$ cat src/sv/tmf_pkg.sv
// Shared constants for the address translator with TLB and FIFO frame replacement.
// No dependencies; every other file imports this package.
package tmf_pkg;
    localparam int PAGE_BITS_DEF   = 8;
    localparam int OFFSET_BITS_DEF = 8;
    localparam int FRAME_BITS_DEF  = 7;
    localparam int TLB_DEPTH_DEF   = 16;
endpackage

$ cat src/sv/tmf_front.sv
// Front end: two-beat input queue that splits each address into page and offset.
// Depends on tmf_pkg.
module tmf_front
    import tmf_pkg::*;
#(
    parameter int PAGE_BITS   = PAGE_BITS_DEF,
    parameter int OFFSET_BITS = OFFSET_BITS_DEF
)
(
    input  logic                              clk,
    input  logic                              rst_n,
    input  logic                              push,
    output logic                              full,
    input  logic [PAGE_BITS+OFFSET_BITS-1:0] logical_address,
    output logic                              q_empty,
    input  logic                              q_pop,
    output logic [PAGE_BITS-1:0]              q_page,
    output logic [OFFSET_BITS-1:0]            q_offset
);
    localparam int AW = PAGE_BITS + OFFSET_BITS;

    logic [AW-1:0] slot_reg [2];
    logic [1:0]    count_reg, count_next;
    logic          wr_reg, rd_reg;
    logic          do_push, do_pop;

    assign full     = count_reg == 2'd2;
    assign q_empty  = count_reg == 2'd0;
    assign do_push  = push && !full;
    assign do_pop   = q_pop && !q_empty;
    assign q_page   = slot_reg[rd_reg][AW-1:OFFSET_BITS];
    assign q_offset = slot_reg[rd_reg][OFFSET_BITS-1:0];

    always_comb
    begin
        count_next = count_reg;
        if (do_push && !do_pop)
        begin
            count_next = count_reg + 2'd1;
        end
        else if (do_pop && !do_push)
        begin
            count_next = count_reg - 2'd1;
        end
    end

    always_ff @(posedge clk or negedge rst_n)
    begin
        if (!rst_n)
        begin
            count_reg <= 2'd0;
            wr_reg    <= 1'b0;
            rd_reg    <= 1'b0;
        end
        else
        begin
            count_reg <= count_next;
            if (do_push)
            begin
                wr_reg <= !wr_reg;
            end
            if (do_pop)
            begin
                rd_reg <= !rd_reg;
            end
        end
    end

    always_ff @(posedge clk)
    begin
        if (do_push)
        begin
            slot_reg[wr_reg] <= logical_address;
        end
    end
endmodule

$ cat src/sv/tmf_result_queue.sv
// Two-beat result queue between the translation engine and the result ports.
// Depends on tmf_pkg.
module tmf_result_queue
    import tmf_pkg::*;
#(
    parameter int PAGE_BITS   = PAGE_BITS_DEF,
    parameter int OFFSET_BITS = OFFSET_BITS_DEF,
    parameter int FRAME_BITS  = FRAME_BITS_DEF
)
(
    input  logic                              clk,
    input  logic                              rst_n,
    input  logic                              r_push,
    output logic                              r_full,
    input  logic [FRAME_BITS+OFFSET_BITS-1:0] r_pa,
    input  logic                              r_hit,
    input  logic                              r_fault,
    input  logic                              r_ev_valid,
    input  logic [PAGE_BITS-1:0]              r_ev_page,
    output logic                              empty,
    input  logic                              pop,
    output logic [FRAME_BITS+OFFSET_BITS-1:0] physical_address,
    output logic                              tlb_hit,
    output logic                              page_fault,
    output logic                              evicted_valid,
    output logic [PAGE_BITS-1:0]              evicted_page
);
    localparam int PW = FRAME_BITS + OFFSET_BITS;
    localparam int DW = PW + 3 + PAGE_BITS;

    logic [DW-1:0] slot_reg [2];
    logic [DW-1:0] head;
    logic [1:0]    count_reg, count_next;
    logic          wr_reg, rd_reg;
    logic          do_push, do_pop;

    assign r_full  = count_reg == 2'd2;
    assign empty   = count_reg == 2'd0;
    assign do_push = r_push && !r_full;
    assign do_pop  = pop && !empty;
    assign head    = slot_reg[rd_reg];

    assign physical_address = head[DW-1:DW-PW];
    assign tlb_hit          = head[PAGE_BITS+2];
    assign page_fault       = head[PAGE_BITS+1];
    assign evicted_valid    = head[PAGE_BITS];
    assign evicted_page     = head[PAGE_BITS-1:0];

    always_comb
    begin
        count_next = count_reg;
        if (do_push && !do_pop)
        begin
            count_next = count_reg + 2'd1;
        end
        else if (do_pop && !do_push)
        begin
            count_next = count_reg - 2'd1;
        end
    end

    always_ff @(posedge clk or negedge rst_n)
    begin
        if (!rst_n)
        begin
            count_reg <= 2'd0;
            wr_reg    <= 1'b0;
            rd_reg    <= 1'b0;
        end
        else
        begin
            count_reg <= count_next;
            if (do_push)
            begin
                wr_reg <= !wr_reg;
            end
            if (do_pop)
            begin
                rd_reg <= !rd_reg;
            end
        end
    end

    always_ff @(posedge clk)
    begin
        if (do_push)
        begin
            slot_reg[wr_reg] <= {r_pa, r_hit, r_fault, r_ev_valid, r_ev_page};
        end
    end
endmodule

$ cat src/sv/tmf_back.sv
// Translation engine: TLB lookup, page table and frame owner memories, FIFO replacement.
// Depends on tmf_pkg; fed by tmf_front, drains into tmf_result_queue.
module tmf_back
    import tmf_pkg::*;
#(
    parameter int PAGE_BITS   = PAGE_BITS_DEF,
    parameter int OFFSET_BITS = OFFSET_BITS_DEF,
    parameter int FRAME_BITS  = FRAME_BITS_DEF,
    parameter int TLB_DEPTH   = TLB_DEPTH_DEF
)
(
    input  logic                              clk,
    input  logic                              rst_n,
    input  logic                              q_empty,
    output logic                              q_pop,
    input  logic [PAGE_BITS-1:0]              q_page,
    input  logic [OFFSET_BITS-1:0]            q_offset,
    output logic                              r_push,
    input  logic                              r_full,
    output logic [FRAME_BITS+OFFSET_BITS-1:0] r_pa,
    output logic                              r_hit,
    output logic                              r_fault,
    output logic                              r_ev_valid,
    output logic [PAGE_BITS-1:0]              r_ev_page
);
    localparam int IW        = $clog2(TLB_DEPTH);
    localparam int NUM_PAGES = 1 << PAGE_BITS;
    localparam int NUM_FRAMES = 1 << FRAME_BITS;
    localparam logic [1:0] S_IDLE = 2'd0;
    localparam logic [1:0] S_LOOK = 2'd1;
    localparam logic [1:0] S_PT   = 2'd2;
    localparam logic [IW-1:0] TPTR_LAST = IW'(TLB_DEPTH - 1);

    logic [1:0]             state_reg, state_next;
    logic [PAGE_BITS-1:0]   page_reg;
    logic [OFFSET_BITS-1:0] offset_reg;
    logic [PAGE_BITS-1:0]   tag_reg [TLB_DEPTH];
    logic [FRAME_BITS-1:0]  frm_reg [TLB_DEPTH];
    logic [TLB_DEPTH-1:0]   vld_reg;
    logic [IW-1:0]          tptr_reg;
    logic [FRAME_BITS-1:0]  fptr_reg;
    logic                   wrap_reg;
    logic [NUM_PAGES-1:0]   pvalid_reg, pvalid_next;
    logic [FRAME_BITS-1:0]  pmap_mem [NUM_PAGES];
    logic [PAGE_BITS-1:0]   owner_mem [NUM_FRAMES];
    logic [FRAME_BITS-1:0]  pmap_rd_reg;
    logic [PAGE_BITS-1:0]   owner_rd_reg;

    logic                   hit_any, rt_any;
    logic [IW-1:0]          hit_idx, rt_idx;
    logic                   mapped, fault, evict, retarget;
    logic [FRAME_BITS-1:0]  frame_sel;

    always_comb
    begin
        hit_any = 1'b0;
        hit_idx = '0;
        rt_any  = 1'b0;
        rt_idx  = '0;
        for (int i = TLB_DEPTH - 1; i >= 0; i--)
        begin
            if (vld_reg[i] && tag_reg[i] == page_reg)
            begin
                hit_any = 1'b1;
                hit_idx = IW'(i);
            end
            if (vld_reg[i] && frm_reg[i] == fptr_reg)
            begin
                rt_any = 1'b1;
                rt_idx = IW'(i);
            end
        end
    end

    assign mapped    = pvalid_reg[page_reg];
    assign fault     = !mapped;
    assign evict     = fault && wrap_reg;
    assign retarget  = evict && rt_any;
    assign frame_sel = mapped ? pmap_rd_reg : fptr_reg;

    assign q_pop = (state_reg == S_IDLE) && !q_empty && !r_full;

    always_comb
    begin
        pvalid_next = pvalid_reg;
        if (state_reg == S_PT && fault)
        begin
            if (evict)
            begin
                pvalid_next[owner_rd_reg] = 1'b0;
            end
            pvalid_next[page_reg] = 1'b1;
        end
    end

    always_comb
    begin
        r_push     = 1'b0;
        r_pa       = {frame_sel, offset_reg};
        r_hit      = 1'b0;
        r_fault    = 1'b0;
        r_ev_valid = 1'b0;
        r_ev_page  = '0;
        state_next = state_reg;
        case (state_reg)
            S_IDLE:
            begin
                if (q_pop)
                begin
                    state_next = S_LOOK;
                end
            end
            S_LOOK:
            begin
                if (hit_any)
                begin
                    r_push     = 1'b1;
                    r_hit      = 1'b1;
                    r_pa       = {frm_reg[hit_idx], offset_reg};
                    state_next = S_IDLE;
                end
                else
                begin
                    state_next = S_PT;
                end
            end
            S_PT:
            begin
                r_push     = 1'b1;
                r_fault    = fault;
                r_ev_valid = evict;
                r_ev_page  = evict ? owner_rd_reg : '0;
                state_next = S_IDLE;
            end
            default:
            begin
                state_next = S_IDLE;
            end
        endcase
    end

    always_ff @(posedge clk or negedge rst_n)
    begin
        if (!rst_n)
        begin
            state_reg  <= S_IDLE;
            vld_reg    <= '0;
            tptr_reg   <= '0;
            fptr_reg   <= '0;
            wrap_reg   <= 1'b0;
            pvalid_reg <= '0;
        end
        else
        begin
            state_reg  <= state_next;
            pvalid_reg <= pvalid_next;
            if (state_reg == S_PT)
            begin
                if (!retarget)
                begin
                    vld_reg[tptr_reg] <= 1'b1;
                    tptr_reg <= (tptr_reg == TPTR_LAST) ? '0 : tptr_reg + 1'b1;
                end
                if (fault)
                begin
                    fptr_reg <= fptr_reg + 1'b1;
                    if (&fptr_reg)
                    begin
                        wrap_reg <= 1'b1;
                    end
                end
            end
        end
    end

    always_ff @(posedge clk)
    begin
        if (q_pop)
        begin
            page_reg   <= q_page;
            offset_reg <= q_offset;
        end
        if (state_reg == S_PT)
        begin
            if (retarget)
            begin
                tag_reg[rt_idx] <= page_reg;
            end
            else
            begin
                tag_reg[tptr_reg] <= page_reg;
                frm_reg[tptr_reg] <= frame_sel;
            end
        end
    end

    always_ff @(posedge clk)
    begin
        if (state_reg == S_LOOK)
        begin
            pmap_rd_reg <= pmap_mem[page_reg];
        end
        if (state_reg == S_PT && fault)
        begin
            pmap_mem[page_reg] <= fptr_reg;
        end
    end

    always_ff @(posedge clk)
    begin
        if (state_reg == S_LOOK)
        begin
            owner_rd_reg <= owner_mem[fptr_reg];
        end
        if (state_reg == S_PT && fault)
        begin
            owner_mem[fptr_reg] <= page_reg;
        end
    end

    a_push_room: assert property (@(posedge clk) disable iff (!rst_n)
        r_push |-> !r_full)
        else $error("Result beat pushed into a full queue.");
    a_hit_not_fault: assert property (@(posedge clk) disable iff (!rst_n)
        r_push |-> !(r_hit && r_fault))
        else $error("Result flags both a TLB hit and a page fault.");
    a_evict_fault: assert property (@(posedge clk) disable iff (!rst_n)
        (r_push && r_ev_valid) |-> r_fault)
        else $error("Eviction reported without a page fault.");
    a_fault_maps: assert property (@(posedge clk) disable iff (!rst_n)
        (r_push && r_fault) |=> pvalid_reg[$past(page_reg)])
        else $error("Faulting page was not mapped afterwards.");
    a_one_push: assert property (@(posedge clk) disable iff (!rst_n)
        r_push |=> !r_push)
        else $error("Two result beats pushed for one address.");
endmodule

$ cat src/sv/tlb_mmu_fifo_page_replacement.sv
// Top level of the address translator: TLB, page table and FIFO frame replacement.
// Depends on tmf_pkg, tmf_front, tmf_back and tmf_result_queue.
//
// Logical addresses enter through a queue-style port: a beat is taken when push
// is high and full is low. The upper PAGE_BITS of the address select the page and
// the lower OFFSET_BITS pass through as the offset. Results leave through a second
// queue: while empty is low the oldest result sits on the result ports, and pop
// takes it. Every address gives exactly one result, in order.
// The engine handles one address at a time. A TLB hit pushes the result into the output
// queue from S_LOOK, the state that follows the engine picking up the address; a miss
// goes on to S_PT, which uses the registered reads of the page table and frame owner
// memories. The engine returns to S_IDLE before it takes the next address, so it takes
// no new address until the last one's result has entered the output queue.
// Reset empties both queues, clears every TLB valid bit and every page-table valid
// bit, and restarts both replacement pointers; no clearing pass is needed.
// When the receiver stops popping, the output queue fills, the engine waits, and
// the input queue holds up to two addresses before full rises.
module tlb_mmu_fifo_page_replacement
    import tmf_pkg::*;
#(
    parameter int PAGE_BITS   = PAGE_BITS_DEF,
    parameter int OFFSET_BITS = OFFSET_BITS_DEF,
    parameter int FRAME_BITS  = FRAME_BITS_DEF,
    parameter int TLB_DEPTH   = TLB_DEPTH_DEF
)
(
    input  logic                              clk,
    input  logic                              rst_n,
    input  logic                              push,
    output logic                              full,
    input  logic [PAGE_BITS+OFFSET_BITS-1:0] logical_address,
    output logic                              empty,
    input  logic                              pop,
    output logic [FRAME_BITS+OFFSET_BITS-1:0] physical_address,
    output logic                              tlb_hit,
    output logic                              page_fault,
    output logic                              evicted_valid,
    output logic [PAGE_BITS-1:0]              evicted_page
);
    logic                              q_empty, q_pop;
    logic [PAGE_BITS-1:0]              q_page;
    logic [OFFSET_BITS-1:0]            q_offset;
    logic                              r_push, r_full;
    logic [FRAME_BITS+OFFSET_BITS-1:0] r_pa;
    logic                              r_hit, r_fault, r_ev_valid;
    logic [PAGE_BITS-1:0]              r_ev_page;

    tmf_front #(
        .PAGE_BITS   (PAGE_BITS),
        .OFFSET_BITS (OFFSET_BITS)
    ) u_front (
        .clk             (clk),
        .rst_n           (rst_n),
        .push            (push),
        .full            (full),
        .logical_address (logical_address),
        .q_empty         (q_empty),
        .q_pop           (q_pop),
        .q_page          (q_page),
        .q_offset        (q_offset)
    );

    tmf_back #(
        .PAGE_BITS   (PAGE_BITS),
        .OFFSET_BITS (OFFSET_BITS),
        .FRAME_BITS  (FRAME_BITS),
        .TLB_DEPTH   (TLB_DEPTH)
    ) u_back (
        .clk        (clk),
        .rst_n      (rst_n),
        .q_empty    (q_empty),
        .q_pop      (q_pop),
        .q_page     (q_page),
        .q_offset   (q_offset),
        .r_push     (r_push),
        .r_full     (r_full),
        .r_pa       (r_pa),
        .r_hit      (r_hit),
        .r_fault    (r_fault),
        .r_ev_valid (r_ev_valid),
        .r_ev_page  (r_ev_page)
    );

    tmf_result_queue #(
        .PAGE_BITS   (PAGE_BITS),
        .OFFSET_BITS (OFFSET_BITS),
        .FRAME_BITS  (FRAME_BITS)
    ) u_result (
        .clk              (clk),
        .rst_n            (rst_n),
        .r_push           (r_push),
        .r_full           (r_full),
        .r_pa             (r_pa),
        .r_hit            (r_hit),
        .r_fault          (r_fault),
        .r_ev_valid       (r_ev_valid),
        .r_ev_page        (r_ev_page),
        .empty            (empty),
        .pop              (pop),
        .physical_address (physical_address),
        .tlb_hit          (tlb_hit),
        .page_fault       (page_fault),
        .evicted_valid    (evicted_valid),
        .evicted_page     (evicted_page)
    );
endmodule

$ cat config.mk
export PLATFORM = sky130hd
export DESIGN_NAME = tlb_mmu_fifo_page_replacement
export DESIGN_NICKNAME = d
export VERILOG_FILES = /design/src/sv/tmf_pkg.sv /design/src/sv/tmf_front.sv /design/src/sv/tmf_result_queue.sv /design/src/sv/tmf_back.sv /design/src/sv/tlb_mmu_fifo_page_replacement.sv
export SDC_FILE = /design/constraint.sdc
export NUM_CORES = 2
export LEC_CHECK = 0
export ABC_AREA = 0
export BUFFER_PORTS_ARGS = -buffer_cell sky130_fd_sc_hd__buf_2
export CORE_ASPECT_RATIO = 1.4
export CORE_UTILIZATION = 45
export CTS_BUF_LIST = sky130_fd_sc_hd__clkbuf_8
export CTS_CLUSTER_SIZE = 10
export DETAILED_ROUTE_END_ITERATION = 10
export SLEW_MARGIN = 5
export SYNTH_ARGS = -nofsm -noshare
export SYNTH_HDL_FRONTEND = slang
export SYNTH_SLANG_ARGS = --single-unit
$ cat constraint.sdc
create_clock -name clk -period 6.4 [get_ports clk]
set_input_delay 0.32 -clock clk [delete_from_list [all_inputs] [get_ports clk]]
set_output_delay 0.32 -clock clk [all_outputs]
set_load 0.02 [all_outputs]
* Yosys cells after proc, flatten, opt, wreduce, memory -nomap -nowiden
Memory sizes are Yosys's and may differ from the RTL's. A register that Yosys moved wholly into a read port is not among the register bits. Cells that the tools add are included.
Word-level totals: register bits 294, bits in writable memories 3140, bits of input ports 20, output and inout bits 28, logic and storage cells 251, memories 6
Memories:
- u_back.pmap_mem | words 256, width 7, rd ports 1, clocked after memory_dff 1, write ports 1, line tmf_back.sv:44 | logic [FRAME_BITS-1:0] pmap_mem [NUM_PAGES];
- u_back.owner_mem | words 128, width 8, rd ports 1, clocked after memory_dff 1, write ports 1, line tmf_back.sv:45 | logic [PAGE_BITS-1:0] owner_mem [NUM_FRAMES];
- u_back.tag_reg | words 16, width 8, rd ports 16, clocked after memory_dff 0, write ports 1, line tmf_back.sv:37 | logic [PAGE_BITS-1:0] tag_reg [TLB_DEPTH];
- u_back.frm_reg | words 16, width 7, rd ports 17, clocked after memory_dff 0, write ports 1, line tmf_back.sv:38 | logic [FRAME_BITS-1:0] frm_reg [TLB_DEPTH];
- u_result.slot_reg | words 2, width 26, rd ports 1, clocked after memory_dff 0, write ports 1, line tmf_result_queue.sv:31 | logic [DW-1:0] slot_reg [2];
- u_front.slot_reg | words 2, width 16, rd ports 1, clocked after memory_dff 1, write ports 1, line tmf_front.sv:22 | logic [AW-1:0] slot_reg [2];
Operators by class: add/sub/neg operators 6, order comparisons 6, equality and inequality tests 38, muxes and demuxes 107, bitwise gates (word level) 6, reductions and logical operators 70
Operators with widths (count):
- 2-to-1 mux 256 bit | 2
- AND 256 bit | 1
- NOT 256 bit | 1
- bitwise OR 256 bit | 1
- 2-to-1 mux 4 bit | 34
- equality test 8 bit | 16
- equality test 7 bit | 16
- 2-to-1 mux 1 bit | 53
- logical AND 1 bit | 48
- 2-to-1 mux 15 bit | 2
- 2-to-1 mux 8 bit | 3
- less-than comparator 8 x 9 -> 1 bit, second input constant | 2
- demux 1 bit (select 8 bit) | 2
- greater-or-equal comparator 8 x 1 -> 1 bit, second input constant | 2
- bitwise OR 16 bit | 1
- logical NOT 1 bit | 13
- 2-to-1 mux 2 bit | 6
- AND reduction 9 bit | 1
- binary-select mux 1 bit (select 8 bit) | 1
- OR reduction 8 bit | 1
- adder 7 x 1 -> 7 bit, second input constant | 1
- 2-to-1 mux 7 bit | 1
- equality test 2 bit, second input constant | 3
- logical NOT 2 bit | 3
- 14 further kinds | 19

* Depth between registers and ports, before layout
depth in word-level cells 25, depth in mapped cells 18, gate-level depth less buffers 12

* By module
A second synthesis with hierarchy kept.
Unflattened totals: cell total of the unflattened synthesis 7271, area total of the unflattened synthesis 136420.8 um2
Modules (own cells, without submodules):
- tmf_back | times used 1, cells each 7102, area each 132844.9 um2, sequential area each 99855.8 um2
- tmf_result_queue | times used 1, cells each 100, area each 2173.3 um2, sequential area each 1661.6 um2
- tmf_front | times used 1, cells each 69, area each 1402.6 um2, sequential area each 1061.0 um2

* Least setup slack after synthesis
No wires, ideal clock.
path kind register to register, start point register u_back.fptr_reg[2], end point memory u_back.owner_mem[127][0] in the netlist's numbering (enable), setup time 0.371 ns, data arrival time 6.465 ns, required time 6.029 ns, setup slack -0.436 ns, stages on the path, launching flop included 11, buffers on the path 7, clock period less this slack 6.836 ns, cells stage by stage dfrtp_1 -> buf_2 -> buf_1 -> clkbuf_1 -> and3_1 -> clkbuf_1 -> buf_1 -> buf_1 -> nand2_1 -> buf_2 -> nor2_1
RTL lines:
- start: declaration | line tmf_back.sv:41 | logic [FRAME_BITS-1:0] fptr_reg;
- start signal: assignment | line tmf_back.sv:166 | fptr_reg <= fptr_reg + 1'b1;
- end: declaration | line tmf_back.sv:45
Straight into the memory's write port.

* Worst setup path after layout
start point register u_back.page_reg[0] (read register of u_front.slot_reg), end point memory u_back.pmap_mem[254][0] in the netlist's numbering (enable)
On the way: word-level cells in the longest chain between the ends 6
Ends and longest elaborated chain:
- start: declaration | line tmf_back.sv:35 | logic [PAGE_BITS-1:0] page_reg;
- binary-select mux 1 bit (select 8 bit) | line tmf_back.sv:75 | assign mapped = pvalid_reg[page_reg];
- 2-to-1 mux 1 bit (not written as such) | line tmf_back.sv:75
- logical NOT 1 bit | line tmf_back.sv:76 | assign fault = !mapped;
- logical AND 1 bit | line tmf_back.sv:203 | if (state_reg == S_PT && fault)
- 2-to-1 mux 1 bit | line tmf_back.sv:203
- 2-to-1 mux 1 bit (not written as such) | line tmf_back.sv:205 | pmap_mem[page_reg] <= fptr_reg;
- end: declaration | line tmf_back.sv:44
Several ways; a longest one is shown, not always the timed one. The select of a mux whose other input is x is not followed.

==> run_results.csv <==
group,metric,value,unit
floorplan,die_x,467,µm
sta,hold_viol,0,
synthesis,synth_top_area_share,69.9,%
cells_and_area,final_net_count,7596,
global_routing,grt.overflow.total,0,
critical_path,end_kind,"flop",
job,cap_violations,0,
synthesis,syn_area,0.136,mm²
synthesis,synthTopCellsByCount,"edfxtp_1, mux4_2, o21ai_0, nor2_1, a22oi_1",
synthesis,ys_seq_area_share,75.3,%
clocking,clkLatencyLatePin,1.06,ns
critical_path,crit_path_cell_trace,"buf_12 -> mux4_2 -> mux2i_1 -> mux4_2 -> mux4_2 -> mux2i_4 -> buf_4 -> nor4_1 -> buf_4 -> nand3_1 -> nor2_1",
pwr,total_power,64100,µW
global_routing,grt_pass1_vias,74173,
critical_path,cp_num_buf_inv,3,
sta,period_needed,5.40,ns
clocking,cts_tree,"yes",
clocking,cts-root-buf,"clkbuf_8",
critical_path,path_common_cell,"mux4_2",
sta,fmax,185,MHz
clocking,h-tree-depth,6,
sta,worst_pin_slew,1.45,ns
critical_path,criticalPathCategory,"reg2reg",
synthesis,syn_nets,7280,
synthesis,avgSynthCellArea,18.8,µm²
route,wirelength,358000,µm
synthesis,synth_edf_count,3171,
outcome,status,"completed",
critical_path,arrival,6.05,ns
pwr,leakage,0.0465,µW
sta,timing.final.crit_share,84.4,%
synthesis,yosys_warnings,0,
route,routedWlPerCell,30.0,µm
cells_and_area,fillers,24100,
clocking,path_clk_slew,0.06,ns
route,via_count,71750,
synthesis,synth-async-reset-ratio,8.48,%
place,gp_congestion,0.842,
global_routing,grt_max_degree,182,
sta,skew,0.0708,ns
synthesis,syn_inst,7250,
floorplan,std_cell_rows,238,
synthesis,post-synth-top-count-cell,"edfxtp_1",
global_routing,grt_pass1_wl,518000,µm
place,port_buffers,47,
clocking,cts_made_buffers,525,
route,drt-pass1-iter-count,6,
sta,slew_violations,0,
global_routing,antenna_found_initial,12,
place,dpl.hpwl,212000,µm
route,via_per_inst,6.02,
sta,rsz0062_at_grt,"false",
clocking,clk_path_buf_depth,4,
synthesis,synth.distinct_cells,69,
critical_path,crit_required,7.05,ns
floorplan,die_h,653,µm
global_routing,track_usage,23.2,%
synthesis,synth-seq-cells,3465,
cells_and_area,syn_to_final_growth,11.1,%
route,route.detailed.drc,0,
critical_path,cp_slowest_stage_delay,0.85,ns
route,drt.antenna.violating_nets,0,
synthesis,yosysTopAreaCell,"edfxtp_1",
cells_and_area,largest_reg_flops,1792,
cells_and_area,drive_above_1_share,21.5,%
pwr,power_density,424,mW/mm²
sta,slew_headroom,3.43,%
floorplan,core_area,0.300,mm²
worst_hold_path,hold_class,"in2reg",
synthesis,netlist_top_cells_area,"edfxtp_1, mux4_2, dfrtp_1",
sta,finalSetupTns,0,ns
clocking,post_cts_buffers,0,
critical_path,critPathSlowestCell,"nor2_1",
synthesis,yosys_most_used_dff,"edfxtp_1",
sta,setup_viol,0,
floorplan,initial_core_util,45.3,%
route,drt-initial-drc-count,7844,
pwr,ir_drop,0.350,mV
critical_path,worstPathMaxFanout,89,
floorplan,die-area,0.305,mm²
clocking,cts_sinks,3465,
critical_path,start_kind,"flop",
critical_path,crit_family,"simple AND/OR/NAND/NOR gates",
floorplan,boundaryPins,48,
==> worst reg2reg max path: stages, from the launching register on <==
cell and delay [ns]:
edfxtp_1 0.47, buf_12 0.55, mux4_2 0.74, mux2i_1 0.21, mux4_2 0.30, mux4_2 0.32, mux2i_4 0.09, buf_4 0.26
nor4_1 0.22, buf_4 0.25, nand3_1 0.74, nor2_1 0.87
==> repair_timing <==
item | 4_1_cts | 5_1_grt
gates resized for setup | 0 | 0
hold buffers | 35 | 0
endpoints found under the hold margin | 142 | 0
==> per-stage QoR <==
| step | instances | hold slack (ns) | cell area [µm²] | worst slack, ns | util (%) |
|---|---|---|---|---|---|
| 6_report | 11921 | 0.0881 | 151000 | 1.00 | 50.3 |
| 5_1_grt | 11921 | 0.0598 | 151000 | 0.705 | 50.3 |
| 4_1_cts | 11916 | 0.00107 | 151000 | 1.06 | 50.3 |
| 3_5_place_dp | 10964 | 0.317 | 141000 | 1.04 | 47.0 |
| 3_3_place_gp | 10964 | 0.313 | 141000 | 1.09 | 47.0 |
| 2_1_floorplan | 7250 | 0.0244 | 136000 | 0.0296 | - |
==> layout by cell type, fill, tap and decap left out, types with 35 or more instances in the layout <==
cell type | synthesis | final
a21oi_1 | 35 | 35
a221oi_1 | 65 | 65
a22o_1 | 79 | 79
a22oi_1 | 386 | 386
buf_2 | 91 | 46
buf_4 | 19 | 173
clkbuf_8 | 0 | 553
clkinv_1 | 3 | 107
clkinv_2 | 0 | 62
dfrtp_1 | 294 | 287
edfxtp_1 | 3171 | 3171
inv_1 | 12 | 158
mux2_2 | 61 | 61
mux2i_1 | 93 | 92
mux4_2 | 666 | 666
nand2_1 | 119 | 107
nand3_1 | 48 | 44
nand4_1 | 175 | 175
nor2_1 | 471 | 469
nor3_1 | 38 | 37
o21ai_0 | 530 | 530
o21ai_1 | 41 | 41
xnor2_1 | 223 | 223
==> where the power goes <==
| group | internal, µW | switching [µW] |
|---|---|---|
| Combinational | 6110 | 12000 |
| Clock | 8600 | 8520 |
| Sequential | 27900 | 971 |
==> cells by family after synthesis <==
logic type      Yosys count  share of synthesized area, %
buf+inv                 509                          1.62
fa+ha+maj                10                        0.0919
xor+xnor                257                          1.65
simple gates            963                          3.31
compound gates         1221                          5.76
mux                     825                          12.3
flops                  3465                          75.3
==> path summary, 6_finish.rpt <==
check,from,slack (ns),endpoint,cells past startpoint
max,u_back.page_reg[0],1.00,u_back.pmap_mem[254][0],11
min,logical_address[0],0.09,u_front.slot_reg[1][0],2
max reg2reg,u_back.page_reg[0],1.00,u_back.pmap_mem[254][0],11
max in group asynchronous,rst_n,4.70,u_back.fptr_reg[5],4
min in group asynchronous,rst_n,0.46,u_back.vld_reg[3],4
min reg2reg,u_back.offset_reg[0],0.46,u_result.slot_reg[0][11],0
==> per-layer routing <==
metal / track usage (%) / share of wire, % / vias to the layer above
met5: 0 / 0 / -
met4: 8.91 / 3.8 / 0
met3: 3.58 / 6.2 / 684
met2: 40.2 / 52 / 2991
met1: 29.4 / 38 / 37866
li1: - / - / 30209
==> cell type report <==
| cell class | instances | area [µm²] | share of cell area, % |
|---|---|---|---|
| Antenna cell | 5 | 12.5 | 0.00827 |
| Clock inverter | 364 | 2000 | 1.32 |
| Tap cell | 3960 | 4950 | 3.28 |
| Inverter | 15 | 56.3 | 0.0372 |
| Clock buffer | 553 | 7610 | 5.03 |
| Sequential cell | 3465 | 103000 | 67.8 |
| Multi-Input combinational cell | 3276 | 31600 | 20.9 |
| Timing Repair Buffer | 283 | 2470 | 1.63 |
Power figures use the tool's default switching activity.
